### config.mk
export PLATFORM = sky130hd
export DESIGN_NAME = gdb_rsp_packet_receiver_top
export DESIGN_NICKNAME = d
export VERILOG_FILES = /design/src/hdl/gdbr_pkg.sv /design/src/hdl/gdbr_front.sv /design/src/hdl/gdbr_queue.sv /design/src/hdl/gdbr_back.sv /design/src/hdl/gdb_rsp_packet_receiver_top.sv
export SDC_FILE = /design/constraint.sdc
export NUM_CORES = 1
export LEC_CHECK = 0
export BUFFER_PORTS_ARGS = -buffer_cell sky130_fd_sc_hd__buf_4
export CORE_ASPECT_RATIO = 0.75
export CORE_UTILIZATION = 45
export DETAILED_ROUTE_END_ITERATION = 7
export SYNTH_ARGS = -nofsm -noshare
export SYNTH_HDL_FRONTEND = slang
export SYNTH_SLANG_ARGS = --single-unit
### constraint.sdc
create_clock -name clock -period 6.05 [get_ports clock]
set_clock_uncertainty 0.15 [all_clocks]
set_input_delay 1.21 -clock clock [delete_from_list [all_inputs] [get_ports clock]]
set_output_delay 1.21 -clock clock [all_outputs]
set_load 0.01 [all_outputs]
### src/hdl/gdbr_pkg.sv
// ---------------------------------------------------------------------------
// gdbr_pkg
// Shared types and constants for the remote serial protocol packet deframer.
// ---------------------------------------------------------------------------
`default_nettype none

package gdbr_pkg;

   // Link framing characters
   localparam logic [7:0] CH_START = 8'h24;  // '$'
   localparam logic [7:0] CH_END   = 8'h23;  // '#'
   localparam logic [7:0] CH_NAK   = 8'h2D;  // '-'
   localparam logic [7:0] CH_ACK   = 8'h2B;  // '+'

   localparam int unsigned LEN_W = 11;

   // Packet buffer size; one slot is kept for the terminator
   localparam int unsigned BUFFER_BYTES = 2048;
   localparam int unsigned CAP_RAW      = BUFFER_BYTES - 1;
   localparam logic [LEN_W-1:0] PAYLOAD_CAP =
      (CAP_RAW > 2047) ? 11'd2047 : LEN_W'(CAP_RAW);

   localparam logic [LEN_W-1:0] MAX_PAYLOAD_RST = 11'd2047;

   // Depth of the queue between classifier and sequencer
   localparam int unsigned QUEUE_DEPTH = 2;

   typedef enum logic [2:0] {
      KIND_BYTE   = 3'd0,
      KIND_GOOD   = 3'd1,
      KIND_BADHEX = 3'd2,
      KIND_BADSUM = 3'd3,
      KIND_OVER   = 3'd4
   } kind_type;

   // One received byte after classification
   typedef struct packed {
      logic       link_reset;
      logic       is_start;
      logic       is_end;
      logic       hex_ok;
      logic [3:0] hex_val;
      logic [7:0] data;
   } item_type;

endpackage

`default_nettype wire

### src/hdl/gdbr_front.sv
// ---------------------------------------------------------------------------
// gdbr_front
// Input side: takes link beats and tags each byte with its framing class.
// ---------------------------------------------------------------------------
`default_nettype none

module gdbr_front (
   input  wire logic              req_tvalid,
   output logic                   req_tready,
   input  wire logic [7:0]        req_tdata,   // [7:0] rx_byte
   input  wire logic [0:0]        req_tuser,   // [0] link_reset
   input  wire logic              queue_full,
   output logic                   push,
   output gdbr_pkg::item_type     item
);

   logic [4:0] hex_dec;

   // bit 4 set when the byte is not a hex digit (either case)
   always_comb begin
      if (req_tdata >= 8'h30 && req_tdata <= 8'h39) begin
         hex_dec = {1'b0, req_tdata[3:0]};
      end else if ((req_tdata >= 8'h41 && req_tdata <= 8'h46) ||
                   (req_tdata >= 8'h61 && req_tdata <= 8'h66)) begin
         hex_dec = {1'b0, req_tdata[3:0] + 4'd9};
      end else begin
         hex_dec = 5'h10;
      end
   end

   assign req_tready = !queue_full;
   assign push       = req_tvalid && !queue_full;

   always_comb begin
      item.link_reset = req_tuser[0];
      item.is_start   = (req_tdata == gdbr_pkg::CH_START);
      item.is_end     = (req_tdata == gdbr_pkg::CH_END);
      item.hex_ok     = !hex_dec[4];
      item.hex_val    = hex_dec[3:0];
      item.data       = req_tdata;
   end

endmodule

`default_nettype wire

### src/hdl/gdbr_queue.sv
// ---------------------------------------------------------------------------
// gdbr_queue
// Short FIFO of classified bytes between the front and back ends.
// ---------------------------------------------------------------------------
`default_nettype none

module gdbr_queue (
   input  wire logic                 clock,
   input  wire logic                 reset,
   input  wire logic                 push,
   input  wire gdbr_pkg::item_type   push_item,
   output logic                      full,
   input  wire logic                 pop,
   output logic                      pop_valid,
   output gdbr_pkg::item_type        pop_item
);

   localparam int unsigned DEPTH = gdbr_pkg::QUEUE_DEPTH;
   localparam int unsigned PTR_W = (DEPTH > 1) ? $clog2(DEPTH) : 1;
   localparam int unsigned CNT_W = $clog2(DEPTH + 1);

   gdbr_pkg::item_type mem_ff [DEPTH];
   logic [PTR_W-1:0]   wr_ptr_ff, wr_ptr_in;
   logic [PTR_W-1:0]   rd_ptr_ff, rd_ptr_in;
   logic [CNT_W-1:0]   count_ff, count_in;
   logic               do_pop;

   assign full      = (count_ff == CNT_W'(DEPTH));
   assign pop_valid = (count_ff != '0);
   assign pop_item  = mem_ff[rd_ptr_ff];
   assign do_pop    = pop && pop_valid;

   always_comb begin
      wr_ptr_in = wr_ptr_ff;
      rd_ptr_in = rd_ptr_ff;
      count_in  = count_ff;
      if (push) begin
         wr_ptr_in = (wr_ptr_ff == PTR_W'(DEPTH - 1)) ? '0 : wr_ptr_ff + 1'b1;
      end
      if (do_pop) begin
         rd_ptr_in = (rd_ptr_ff == PTR_W'(DEPTH - 1)) ? '0 : rd_ptr_ff + 1'b1;
      end
      if (push && !do_pop) begin
         count_in = count_ff + 1'b1;
      end else if (do_pop && !push) begin
         count_in = count_ff - 1'b1;
      end
   end

   always_ff @(posedge clock) begin
      if (reset) begin
         wr_ptr_ff <= '0;
         rd_ptr_ff <= '0;
         count_ff  <= '0;
      end else begin
         wr_ptr_ff <= wr_ptr_in;
         rd_ptr_ff <= rd_ptr_in;
         count_ff  <= count_in;
      end
   end

   always_ff @(posedge clock) begin
      if (push) begin
         mem_ff[wr_ptr_ff] <= push_item;
      end
   end

endmodule

`default_nettype wire

### src/hdl/gdbr_back.sv
// ---------------------------------------------------------------------------
// gdbr_back
// Packet sequencer: framing state, checksum, length limit and result register.
// ---------------------------------------------------------------------------
`default_nettype none

module gdbr_back (
   input  wire logic                           clock,
   input  wire logic                           reset,
   input  wire logic [gdbr_pkg::LEN_W-1:0]     max_payload,
   input  wire logic                           item_valid,
   input  wire gdbr_pkg::item_type             item,
   output logic                                pop,
   output logic                                rsp_tvalid,
   input  wire logic                           rsp_tready,
   output logic [31:0]                         rsp_tdata,  // [7:0] payload_byte,
                                                           // [18:8] packet_length,
                                                           // [26:19] reply_byte
   output logic [2:0]                          rsp_tuser   // [2:0] kind
);

   localparam int unsigned LW = gdbr_pkg::LEN_W;

   typedef enum logic [1:0] {
      PH_HUNT = 2'd0,
      PH_DATA = 2'd1,
      PH_CK1  = 2'd2,
      PH_CK2  = 2'd3
   } phase_type;

   phase_type          phase_ff, phase_in;
   logic [7:0]         sum_ff, sum_in;
   logic [3:0]         high_ff, high_in;
   logic [LW-1:0]      count_ff, count_in;
   logic               valid_ff, valid_in;
   gdbr_pkg::kind_type kind_ff, kind_in;
   logic [7:0]         pbyte_ff, pbyte_in;
   logic [LW-1:0]      len_ff, len_in;
   logic [7:0]         reply_ff, reply_in;

   logic               out_free;
   logic               emit;
   logic [LW-1:0]      limit;

   assign out_free = !valid_ff || rsp_tready;
   assign pop      = item_valid && out_free;
   assign limit    = (max_payload > gdbr_pkg::PAYLOAD_CAP) ? gdbr_pkg::PAYLOAD_CAP
                                                           : max_payload;

   always_comb begin
      phase_in = phase_ff;
      sum_in   = sum_ff;
      high_in  = high_ff;
      count_in = count_ff;
      emit     = 1'b0;
      kind_in  = kind_ff;
      pbyte_in = 8'd0;
      len_in   = '0;
      reply_in = 8'd0;

      if (pop) begin
         if (item.link_reset) begin
            phase_in = PH_HUNT;
            sum_in   = 8'd0;
            high_in  = 4'd0;
            count_in = '0;
         end else begin
            unique case (phase_ff)
               PH_HUNT: begin
                  if (item.is_start) begin
                     phase_in = PH_DATA;
                     sum_in   = 8'd0;
                     high_in  = 4'd0;
                     count_in = '0;
                  end
               end
               PH_DATA: begin
                  priority if (item.is_end) begin
                     phase_in = PH_CK1;
                  end else if (count_ff >= limit) begin
                     phase_in = PH_HUNT;
                     sum_in   = 8'd0;
                     high_in  = 4'd0;
                     count_in = '0;
                     emit     = 1'b1;
                     kind_in  = gdbr_pkg::KIND_OVER;
                  end else begin
                     sum_in   = sum_ff + item.data;
                     count_in = count_ff + 1'b1;
                     emit     = 1'b1;
                     kind_in  = gdbr_pkg::KIND_BYTE;
                     pbyte_in = item.data;
                  end
               end
               PH_CK1: begin
                  if (!item.hex_ok) begin
                     phase_in = PH_HUNT;
                     sum_in   = 8'd0;
                     high_in  = 4'd0;
                     count_in = '0;
                     emit     = 1'b1;
                     kind_in  = gdbr_pkg::KIND_BADHEX;
                     reply_in = gdbr_pkg::CH_NAK;
                  end else begin
                     high_in  = item.hex_val;
                     phase_in = PH_CK2;
                  end
               end
               PH_CK2: begin
                  phase_in = PH_HUNT;
                  sum_in   = 8'd0;
                  high_in  = 4'd0;
                  count_in = '0;
                  emit     = 1'b1;
                  priority if (!item.hex_ok) begin
                     kind_in  = gdbr_pkg::KIND_BADHEX;
                     reply_in = gdbr_pkg::CH_NAK;
                  end else if ({high_ff, item.hex_val} != sum_ff) begin
                     kind_in  = gdbr_pkg::KIND_BADSUM;
                     reply_in = gdbr_pkg::CH_NAK;
                  end else begin
                     kind_in  = gdbr_pkg::KIND_GOOD;
                     len_in   = count_ff;
                     reply_in = gdbr_pkg::CH_ACK;
                  end
               end
               default: begin
                  phase_in = PH_HUNT;
               end
            endcase
         end
      end

      // result register: load on a new result, drop once taken
      if (emit) begin
         valid_in = 1'b1;
      end else if (rsp_tready) begin
         valid_in = 1'b0;
      end else begin
         valid_in = valid_ff;
      end
   end

   always_ff @(posedge clock) begin
      if (reset) begin
         phase_ff <= PH_HUNT;
         sum_ff   <= 8'd0;
         high_ff  <= 4'd0;
         count_ff <= '0;
         valid_ff <= 1'b0;
      end else begin
         phase_ff <= phase_in;
         sum_ff   <= sum_in;
         high_ff  <= high_in;
         count_ff <= count_in;
         valid_ff <= valid_in;
         if (emit) begin
            kind_ff  <= kind_in;
            pbyte_ff <= pbyte_in;
            len_ff   <= len_in;
            reply_ff <= reply_in;
         end
      end
   end

   assign rsp_tvalid = valid_ff;
   assign rsp_tdata  = {5'd0, reply_ff, len_ff, pbyte_ff};
   assign rsp_tuser  = kind_ff;

endmodule

`default_nettype wire

### src/hdl/gdb_rsp_packet_receiver_top.sv
// ---------------------------------------------------------------------------
// gdb_rsp_packet_receiver_top
// Remote serial protocol packet deframer with ack/nak verdicts.
// ---------------------------------------------------------------------------
// Input stream req_*: one link byte per beat in req_tdata, req_tuser[0] is
// the link-reset flag (drops any partial packet, byte ignored).
// Result stream rsp_*: at most one result beat per input beat. rsp_tuser is
// the result kind (payload byte, good, bad hex, bad checksum, overflow);
// rsp_tdata carries payload byte, packet length and the reply character.
// Bytes outside a '$'...'#xx' frame, the '$', '#' and a valid first checksum
// digit produce no result.
// Throughput is one byte per cycle while rsp_tready stays high: a two-entry
// queue sits between the classifier and the sequencer, and the sequencer
// updates its state on every byte it pops. Each input beat passes through the
// queue and then the result register before its result beat appears.
// When rsp_tready is low with a result waiting, the result register holds;
// the queue takes at most two more beats, then req_tready drops.
// csr_wr_en/csr_wr_data set the payload limit (reset 2047); write only when
// idle. Synchronous reset returns to hunting for '$' with empty queue.
// ---------------------------------------------------------------------------
`default_nettype none

module gdb_rsp_packet_receiver_top (
   input  wire logic         clock,
   input  wire logic         reset,
   input  wire logic         req_tvalid,
   output logic              req_tready,
   input  wire logic [7:0]   req_tdata,    // [7:0] rx_byte
   input  wire logic [0:0]   req_tuser,    // [0] link_reset
   output logic              rsp_tvalid,
   input  wire logic         rsp_tready,
   output logic [31:0]       rsp_tdata,    // [7:0] payload_byte, [18:8] packet_length,
                                           // [26:19] reply_byte
   output logic [2:0]        rsp_tuser,    // [2:0] kind
   input  wire logic         csr_wr_en,
   input  wire logic [10:0]  csr_wr_data   // max_payload
);

   logic [gdbr_pkg::LEN_W-1:0] max_payload_ff;
   logic                       push;
   logic                       full;
   logic                       pop;
   logic                       q_valid;
   gdbr_pkg::item_type         push_item;
   gdbr_pkg::item_type         q_item;

   always_ff @(posedge clock) begin
      if (reset) begin
         max_payload_ff <= gdbr_pkg::MAX_PAYLOAD_RST;
      end else if (csr_wr_en) begin
         max_payload_ff <= csr_wr_data;
      end
   end

   gdbr_front u_front (
      .req_tvalid (req_tvalid),
      .req_tready (req_tready),
      .req_tdata  (req_tdata),
      .req_tuser  (req_tuser),
      .queue_full (full),
      .push       (push),
      .item       (push_item)
   );

   gdbr_queue u_queue (
      .clock     (clock),
      .reset     (reset),
      .push      (push),
      .push_item (push_item),
      .full      (full),
      .pop       (pop),
      .pop_valid (q_valid),
      .pop_item  (q_item)
   );

   gdbr_back u_back (
      .clock       (clock),
      .reset       (reset),
      .max_payload (max_payload_ff),
      .item_valid  (q_valid),
      .item        (q_item),
      .pop         (pop),
      .rsp_tvalid  (rsp_tvalid),
      .rsp_tready  (rsp_tready),
      .rsp_tdata   (rsp_tdata),
      .rsp_tuser   (rsp_tuser)
   );

endmodule

`default_nettype wire

# Yosys cells after proc, flatten, opt, wreduce, memory -nomap -nowiden
# Memory sizes are Yosys's and may differ from the RTL's. A register that Yosys moved wholly into a read port is not among the register bits.
# Cells that the tools add are included.
[classes]
add_sub_neg = 7
magnitude_cmp = 8
eq_ne = 14
mux = 52
bitwise = 6
reduce_logical = 28
[ops]
columns = ["operator", "count"]
rows = [
  ["$mux W11", 6],
  ["$mux W8", 6],
  ["$pmux W11 S4", 1],
  ["$pmux W8 S4", 1],
  ["$mux W4", 5],
  ["$eq A8 B6 Y1 const B", 2],
  ["$ge A8 B7 Y1 const B", 2],
  ["$le A8 B7 Y1 const B", 2],
  ["$mux W2", 8],
  ["$pmux W4 S4", 1],
  ["$pmux W8 S2", 1],
  ["$mux W3", 5],
  ["$mux W1", 12],
  ["$add A11 B1 Y11 const B", 1],
  ["$ge A11 B11 Y1", 1],
  ["$gt A11 B11 Y1 const B", 1],
  ["$mux W5", 2],
  ["$reduce_or A5 Y1", 2],
  ["$ne A3 B3 Y1 const B", 3],
  ["$pmux W3 S3", 1],
  ["$add A8 B8 Y8", 1],
  ["$ge A8 B6 Y1 const B", 1],
  ["$le A8 B6 Y1 const B", 1],
  ["$logic_and A1 B1 Y1", 8],
  ["24 further kinds", 41],
]
[word_totals]
register_bits = 71
ram_bits = 32
inputBits = 25
out_inout_bits = 37
wordCells = 129
n_memories = 1
[mem_list]
columns = ["name", "words", "width", "rd", "rd_ports_with_merged_regs", "wr", "line", "text"]
rows = [
  ["u_queue.mem_ff", 2, 16, 1, 1, 1, "gdbr_queue.sv:22", "gdbr_pkg::item_type mem_ff [DEPTH];"],
]

# Logic depth before layout (Yosys ltp)
# Gate-level depths: netlist (run 1).
[depth]
depth_word = 7
mapped_depth = 11
ltp_nobuf = 9

# Modules after synthesis
# A second synthesis (run 1) with hierarchy kept.
[hier_totals]
cells_unflattened = 426
hier_area_um2 = 4923.5
[modules_own_cells]
columns = ["mod", "instances", "cells_per_inst", "area_per_inst_um2"]
rows = [
  ["gdbr_back", 1, 279, 2837.7],
  ["gdbr_queue", 1, 72, 1365.1],
  ["gdb_rsp_packet_receiver_top", 1, 36, 415.4],
  ["gdbr_front", 1, 39, 305.3],
]

# Least setup slack after synthesis (run 1)
# No wires, ideal clock.
[synth_timing]
path_kind = "in2reg"
start = "input port rsp_tready"
end = "register u_back.len_ff[0] (enable)"
setup_time_ps = 437
arrival_ps = 3803
t_required_ps = 5463
slack_ps = 1660
stages = 5
path_buffers = 1
cell_sequence = "nand2b_1 > o21a_1 > clkbuf_1 > nand2_1 > a211oi_1"
[synth_between]
elab_chain_len = 4
[synth_lines]
columns = ["item", "line", "text"]
rows = [
  ["from (decl)", "gdb_rsp_packet_receiver_top.sv:31", "input wire logic rsp_tready,"],
  ["$logic_or A1 B1 Y1", "gdbr_back.sv:45", "assign out_free = !valid_ff || rsp_tready;"],
  ["$logic_and A1 B1 Y1", "gdbr_back.sv:46", "assign pop = item_valid && out_free;"],
  ["$mux W1", "gdbr_back.sv:61", "if (pop) begin"],
  ["$reduce_and A2 Y1 (no line)", "-", ""],
  ["to (signal assigned)", "gdbr_back.sv:160", "len_ff <= len_in;"],
  ["to (decl)", "gdbr_back.sv:38", "logic [LW-1:0] len_ff, len_in;"],
]
# Every way passes these cells.
# A chain may end at the register's enable or synchronous reset.

# Worst setup path in the final report (run 1)
[layout_timing]
start = "input port rsp_tready"
end = "register u_back.pbyte_ff[4] (enable)"
[layout_between]
elab_chain_len = 4
[layout_lines]
columns = ["item", "line", "text"]
rows = [
  ["$logic_or A1 B1 Y1", "gdbr_back.sv:45", ""],
  ["$logic_and A1 B1 Y1", "gdbr_back.sv:46", ""],
  ["$mux W1", "gdbr_back.sv:61", ""],
  ["$reduce_and A2 Y1 (no line)", "-", ""],
  ["to (signal assigned)", "gdbr_back.sv:159", "pbyte_ff <= pbyte_in;"],
  ["to (decl)", "gdbr_back.sv:37", "logic [7:0] pbyte_ff, pbyte_in;"],
]
# Every way passes these cells.

==> results of run 1 <==
==> per-layer routing <==
layer  GRT usage (%)  share of wire [%]  vias up
li1                -                  -     1586
met3            5.37                5.7       11
met1            30.0                 55     1501
met4            5.42               0.94        0
met2            24.7                 39      108
met5               0                  0        -
==> worst register-to-register path: stages, from the launching register on <==
cell and delay (ps):
dfxtp_1 960, mux2_2 490, ha_1 310, a21oi_1 190
o211ai_1 170, o41ai_1 350, xnor2_1 130, or4b_1 470
a31oi_1 160
==> cell type report <==
class / count / area (sq um) / share of cell area (%)
Clock buffer: 10 / 229 / 4.20
Multi-Input combinational cell: 282 / 1940 / 35.6
Tap cell: 132 / 165 / 3.03
Clock inverter: 6 / 65.1 / 1.19
Sequential cell: 99 / 2550 / 46.9
Timing Repair Buffer: 54 / 405 / 7.44
Inverter: 25 / 93.8 / 1.72
==> cell families (layout without fill, tap and decap cells) <==
group	Yosys count	count (layout)	synth area share, %
compound gates	60	60	8.96
xor+xnor	26	26	4.87
fa+ha+maj	25	25	6.84
buf+inv	49	95	4.89
flops	99	99	54.5
mux	23	23	5.40
other cells	1	8	0.0801
simple gates	140	140	14.4
==> how the worst max path moves through the flow <==
stage,start,endpoint,cells after the start
global placement,rsp_tready,u_back.pbyte_ff[4]$_SDFFCE_PP0P_,5
detailed placement,rsp_tready,u_back.len_ff[8]$_SDFFCE_PP0P_,5
finish,rsp_tready,u_back.pbyte_ff[4]$_SDFFCE_PP0P_,5
CTS,rsp_tready,u_back.len_ff[8]$_SDFFCE_PP0P_,5
floorplan,rsp_tready,u_back.len_ff[0]$_SDFFCE_PP0P_,5
global route,rsp_tready,u_back.pbyte_ff[3]$_SDFFCE_PP0P_,5
==> sequential cells by signal, indices dropped and copies added, names as in the netlist, 2 cells and up, named ones only <==
register          flops
u_back.sum_ff         8
max_payload_ff       11
u_back.reply_ff       3
u_back.rsp_tuser      3
u_queue.count_ff      2
u_back.count_ff      11
u_back.pbyte_ff       8
u_back.high_ff        4
u_back.phase_ff       2
u_back.len_ff        11
u_queue.mem_ff       32
==> power by group through the flow <==
stage | Clock, mW | Combinational [mW] | Sequential [mW]
floorplan | 0 | 0.385 | 0.832
global placement | 0 | 0.489 | 0.860
detailed placement | 0 | 0.498 | 0.861
CTS | 0.578 | 0.503 | 0.847
global route | 0.604 | 0.555 | 0.855
finish | 0.563 | 0.505 | 0.847
==> synth_stat cells (all sizes together) <==
library cell,n
edfxtp,57
nor2,51
dfxtp,42
nand2,30
inv,25
ha,24
xnor2,17
mux2i,15
buf,14
a21oi,13
o211ai,11
and3,10
clkbuf,10
and2,9
o21ai,9
xor2,9
a32oi,8
mux2,8
nand3,8
nor3,8
nand4,6
a211oi,5
nand2b,5
nor4,5
a21o,3
a31oi,2
nand4b,2
nor2b,2
nor3b,2
o21bai,2
o221ai,2
a311oi,1
conb,1
fa,1
o21a,1
o22ai,1
o311ai,1
o41ai,1
or3,1
or4b,1
==> cells in the final DEF, fill, tap and decap left out, types with 10 or more instances in the layout <==
cell / netlist / routed
ha_1: 24 / 24
nand2_1: 30 / 30
inv_1: 25 / 25
edfxtp_1: 57 / 57
xnor2_1: 17 / 17
buf_4: 11 / 54
nor2_1: 51 / 51
o211ai_1: 11 / 11
and3_1: 10 / 10
dfxtp_1: 42 / 42
a21oi_1: 13 / 13
mux2i_1: 14 / 14
==> stage by stage <==
| step | std cells | power, mW | setup WS [ps] | hold WS (ps) | instance area [sq um] |
|---|---|---|---|---|---|
| finish | 608 | 1.91 | 2350 | 342 | 5450 |
| floorplan | 430 | 1.22 | 1660 | 298 | 4710 |
| CTS | 608 | 1.93 | 2310 | 351 | 5450 |
| global route | 608 | 2.01 | 2140 | 392 | 5450 |
| global placement | 592 | 1.35 | 1990 | 337 | 5150 |
| detailed placement | 592 | 1.36 | 1960 | 340 | 5150 |
==> results by group, run 1 <==
Status
  • Outcome: finished, final reports clean

Setup path
  • CP endpoint kind: register
  • CP peak stage delay: 1030 ps
  • Worst path arrival time: 3510 ps
  • Critical path, cell by cell: buf_4 -> nand2b_1 -> o21a_1 -> nand2_1 -> a211oi_4
  • Critical path class: input pin to register
  • Family with the most delay on the worst path: compound AO/OA/AOI/OAI gates
  • Capturing point of the worst reg2reg path: u_back.sum_ff[7]$_SDFFE_PP0P_
  • Critical path launch point type: input pin
  • WP buf/inv: 1
  • Worst reg2reg path depth: 8
  • Register-to-register setup slack: 2600 ps
  • Worst-path maximum fanout: 23
  • Highest-delay cell along the critical path: a211oi_4
  • CP required: 5850 ps

Clock tree
  • Cell chosen for the clock root: clkbuf_16
  • CTS HTree Levels: 3
  • Postcts setup bufs: 0
  • Total clock buffers created by CTS: 9
  • Clock tree from TritonCTS: built
  • Largest buffer count on any clock path: 2
  • Number of cells upsized or downsized after cts: 0
  • Clock transition at the register clock pins on the worst setup and hold paths after CTS: 60 ps
  • Clock Sinks: 99
  • Number of buffers added to fix hold violations after cts: 0
  • Clock Latency Late Sink: 340 ps

Route
  • Routed vias/inst: 5.27
  • Total detailed-routing wirelength: 9.60 mm
  • TritonRoute pass-1 iters: 5
  • Number of antenna-violating nets in the routed design: 0
  • WL/cell: 15.8 um
  • Remaining design rule violation count: 0
  • Vias post-DR: 3206
  • Number of design-rule violations left by the first detailed-router iteration: 236

Global route
  • Total Routing Usage GR: 19.0%
  • Antenna violations before repair: 0
  • First-pass GRT wire length: 15.6 mm
  • Maximum number of pins on one net before global-route repair: 26
  • Via count of the first global-routing pass: 2871
  • Residual overflow from global routing: 0

Logic synthesis
  • Synth area leader: edfxtp_1
  • Share of the synthesized area in the top cell type: 36.6%
  • Synth cell types: 46
  • Mean Syn Cell Area: 11.1 sq um
  • Synth Warn #: 0
  • Cells taking the most area after synthesis: edfxtp_1 37%, dfxtp_1 18%, ha_1 6.4%, nor2_1 4.1%, xnor2_1 3.2%
  • FF+latch count, synth: 99
  • Post-Synthesis Cells: 423
  • Share of synthesized area occupied by flip-flops and latches: 54.5%
  • Mapped cell area: 0.00468 sq mm

STA
  • Maximum clock rate: 270 MHz
  • Number of pins exceeding their max-slew limit in the final report: 0
  • Crit share post-route: 61.2%
  • Unrepaired setup endpoints after global routing: false
  • Worst max-slew margin expressed relative to the limit: 23.4%
  • Final count of negative-setup-slack endpoints: 0
  • Transition time of the tightest slew-check pin: 1140 ps
  • Final critical-path required period: 3700 ps
  • Number of endpoints with negative hold slack in the final report: 0
  • Sum of negative setup slack: 0 ps

Hold path
  • Number of cells traversed by the worst hold path: 2
  • Worst min-delay path endpoint: max_payload_ff[8]$_SDFFE_PP1P_
  • Path class of the lowest-slack min-delay path: register to register
  • Origin of the worst min-delay path: max_payload_ff[8]$_SDFFE_PP1P_

Power
  • Clock network power share: 29.4%
  • Power Dens Cells: 351 mW/mm^2
  • Proportion of power drawn by combinational gates: 26.4%
  • Internal power component: 1.30 mW
  • Sequential share of power: 44.2%
  • Sw frac: 32.3%
  • NetSw: 0.617 mW
  • Largest voltage drop on the vdd net: 0.207 mV
  • Static power due to leakage: 2.17 nW

Floorplan
  • # rows: 31
  • Die Footprint: 0.0108 sq mm
  • Placeable core region: 0.00989 sq mm
  • Initial Utilization: 47.3%
  • Height of the die: 90.3 um
  • Chip Width: 120 um
  • Number of top-level pins: 62

Flow run
  • Maxcap violations: 0

Place
  • Count of buffers inserted at the top-level ports: 53
  • Final HPWL from detailed placement: 6.85 mm
  • Global placer's final weighted congestion: 0.755

Finish
  • Fillers: 877
  • Area growth from synthesis to layout: 16.4%
  • Fraction of final layout cells with drive strength greater than 1: 17.2%
  • Final design utilization: 55.1%
  • Final #Nets: 521
  • Number of antenna repair diodes: 0
Power figures use the tool's default switching activity.
==> inputs of run 2 (changes only) <==
- PLACE_DENSITY: default -> 0.67
- clock period: 6.05 -> 3.1 ns (I/O delays scaled with it)
==> run 2 against run 1 <==
Against the previous run:
- total power rose by 99%
- sequential share of layout area down 0.59 points
- flip-flop and latch count did not move
- core utilization is 0.71 points higher
- critical path depth is 3 higher
- count of clock-buffer cells in the layout grew 2
- register-to-register slack worse by 2300 ps
==> results by group, run 2 (synthesized netlist as in run 1, its figures left out) <==
Floorplan
  • Die Footprint: 0.0108 sq mm (unchanged)
  • Placeable core region: 0.00989 sq mm (unchanged)
  • Height of the die: 90.3 um (unchanged)
  • Number of top-level pins: 62 (unchanged)
  • # rows: 31 (unchanged)
  • Chip Width: 120 um (unchanged)
  • Initial Utilization: 47.3% (unchanged)

Global route
  • Total Routing Usage GR: 18.4% (-0.64 points)
  • Maximum number of pins on one net before global-route repair: 26 (unchanged)
  • First-pass GRT wire length: 15.2 mm (-2.3%)
  • Antenna violations before repair: 0 (unchanged)
  • Residual overflow from global routing: 0 (unchanged)
  • Via count of the first global-routing pass: 3003 (+4.6%)

Finish
  • Number of antenna repair diodes: 0 (unchanged)
  • Area of the multi-input gates: 0.00194 sq mm (+0.39%)
  • Fillers: 847 (-3.4%)
  • Largest register FFs: 32 (unchanged)
  • Final #Nets: 528 (+1.3%)
  • Area growth from synthesis to layout: 17.9%
  • Sequential Area: 0.00255 sq mm (unchanged)
  • Largest register by flop count: u_queue.mem_ff
  • Most used cells in the layout excluding fill and tap cells: 61 x buf_4, 57 x edfxtp_1, 51 x nor2_1
  • Fraction of final layout cells with drive strength greater than 1: 18.8% (+1.6 points)
  • Leading cell type in the layout, fill and taps excluded: buf_4
  • Finished Cell Area: 0.00552 sq mm (+1.3%)

STA
  • Final critical-path required period: 2780 ps
  • Worst slack on hold paths: 317 ps (-25.6 ps)
  • Maximum clock rate: 359 MHz
  • Final count of negative-setup-slack endpoints: 0 (unchanged)
  • Unrepaired setup endpoints after global routing: false
  • Transition time of the tightest slew-check pin: 744 ps (-401 ps)
  • Crit share post-route: 89.7%
  • Worst max-slew margin expressed relative to the limit: 50.4% (+27 points)
  • Sum of negative setup slack: 0 ps (unchanged)
  • Number of endpoints with negative hold slack in the final report: 0 (unchanged)
  • Number of pins exceeding their max-slew limit in the final report: 0 (unchanged)

Setup path
  • Most common cell type on the critical path: a21o_1
  • Critical path, cell by cell: mux2_2 -> ha_1 -> fa_1 -> a21o_1 -> a21oi_1 -> o21bai_1 -> a21o_1 -> o311ai_1
  • Worst path arrival time: 2880 ps (-630 ps)
  • WP buf/inv: 0 (-1)
  • Critical path class: register to register
  • Worst-path maximum fanout: 7 (-70%)
  • CP endpoint kind: register
  • Critical path launch point type: register
  • CP required: 3190 ps (-2660 ps)
  • Highest-delay cell along the critical path: dfxtp_1
  • CP peak stage delay: 490 ps (-540 ps)
  • Family with the most delay on the worst path: compound AO/OA/AOI/OAI gates

Clock tree
  • Clock transition at the register clock pins on the worst setup and hold paths after CTS: 70 ps (about the same)
  • CTS HTree Levels: 3 (unchanged)
  • Largest buffer count on any clock path: 2 (unchanged)
  • Clock Sinks: 99 (unchanged)
  • Total clock buffers created by CTS: 9 (unchanged)
  • Clock tree from TritonCTS: built
  • Clock Latency Late Sink: 340 ps (about the same)
  • Number of cells upsized or downsized after cts: 0 (unchanged)
  • Postcts setup bufs: 0 (unchanged)
  • Cell chosen for the clock root: clkbuf_16
  • Number of buffers added to fix hold violations after cts: 0 (unchanged)

Power
  • Largest voltage drop on the vdd net: 0.426 mV (+110%)
  • Power Dens Cells: 689 mW/mm^2 (+96%)
  • Static power due to leakage: 2.23 nW (+3.0%)

Route
  • TritonRoute pass-1 iters: 5 (unchanged)
  • WL/cell: 15.3 um (-3.0%)
  • Number of antenna-violating nets in the routed design: 0 (unchanged)
  • Routed vias/inst: 5.26 (-0.34%)
  • Number of design-rule violations left by the first detailed-router iteration: 186 (-21%)
  • Vias post-DR: 3232 (+0.81%)
  • Remaining design rule violation count: 0 (unchanged)
  • Total detailed-routing wirelength: 9.41 mm (-1.9%)

Place
  • Global placer's final weighted congestion: 0.832 (+10%)
  • Count of buffers inserted at the top-level ports: 53 (unchanged)
  • Post-DP Area: 0.00521 sq mm (+1.0%)
  • Final HPWL from detailed placement: 7.11 mm (+3.8%)

Flow run
  • Maxcap violations: 0 (unchanged)

Status
  • Outcome: finished, final reports clean

Hold path
  • Path class of the lowest-slack min-delay path: input pin to register
run 2: cell count changes in the layout (fill, tap and decap cells not counted):
cell | before | now
inv_4 | 0 | 2
clkinvlp_4 | 3 | 0
clkinv_2 | 0 | 1
clkinv_1 | 1 | 0
inv_6 | 1 | 0
buf_4 | 54 | 61
o41ai_1 | 1 | 0
o41ai_2 | 0 | 1
clkbuf_8 | 0 | 2
run 2: area by class of cell:
| class | count | share of cell area, % |
|---|---|---|
| clock buffers | 12 | 4.65 |
| clock inverters | 4 | 0.862 |
| repair buffers | 61 | 8.30 |
| inverters | 25 | 1.70 |
| flip-flops and latches | 99 | 46.3 |
| multi-input cells | 282 | 35.2 |
| well taps | 132 | 2.99 |
run 2: worst paths after layout:
path,from,to,slack (ps),depth (start not counted)
setup / recovery,register,u_back.sum_ff[6]$_SDFFE_PP0P_,320,8
hold reg to reg,max_payload_ff[7]$_SDFFE_PP1P_,max_payload_ff[7]$_SDFFE_PP1P_,350,2
hold / removal,req_tuser,u_queue.mem_ff[0][15]$_DFFE_PP_,320,1
setup reg to reg,register,u_back.sum_ff[6]$_SDFFE_PP0P_,320,8
run 2: routing by layer:
layer | vias up | part of all wire (%) | global-route usage, %
met1 | 1526 | 52 | 26.8
met2 | 94 | 42 | 26.4
met4 | 0 | 1.3 | 6.04
met5 | - | 0 | 0
met3 | 12 | 5.1 | 4.61
li1 | 1600 | - | -
run 2: report_power, final:
| part | internal [mW] | total [mW] | switching (mW) | leakage [nW] |
|---|---|---|---|---|
| sequential | 1.54 | 1.62 | 0.0802 | 0.856 |
| clock | 0.669 | 1.13 | 0.458 | 0.153 |
| combinational | 0.408 | 1.05 | 0.646 | 1.22 |
run 2: worst register-to-register path, delay by kind of cell (launching register included):
kind,cells,cell delay [ps]
fa+ha+maj,2,700
compound gates,5,950
flops,1,490
mux,1,400
run 2: stage by stage:
stage          cells  utilization [%]  power (mW)  setup WS [ps]
2_1_floorplan    430                -        2.38           69.5
3_3_place_gp     599             52.6        2.66            345
3_5_place_dp     599             52.6        2.69            255
4_1_cts          615             55.7        3.81            232
5_1_grt          615             55.8        3.99            107
6_report         615             55.8        3.80            318
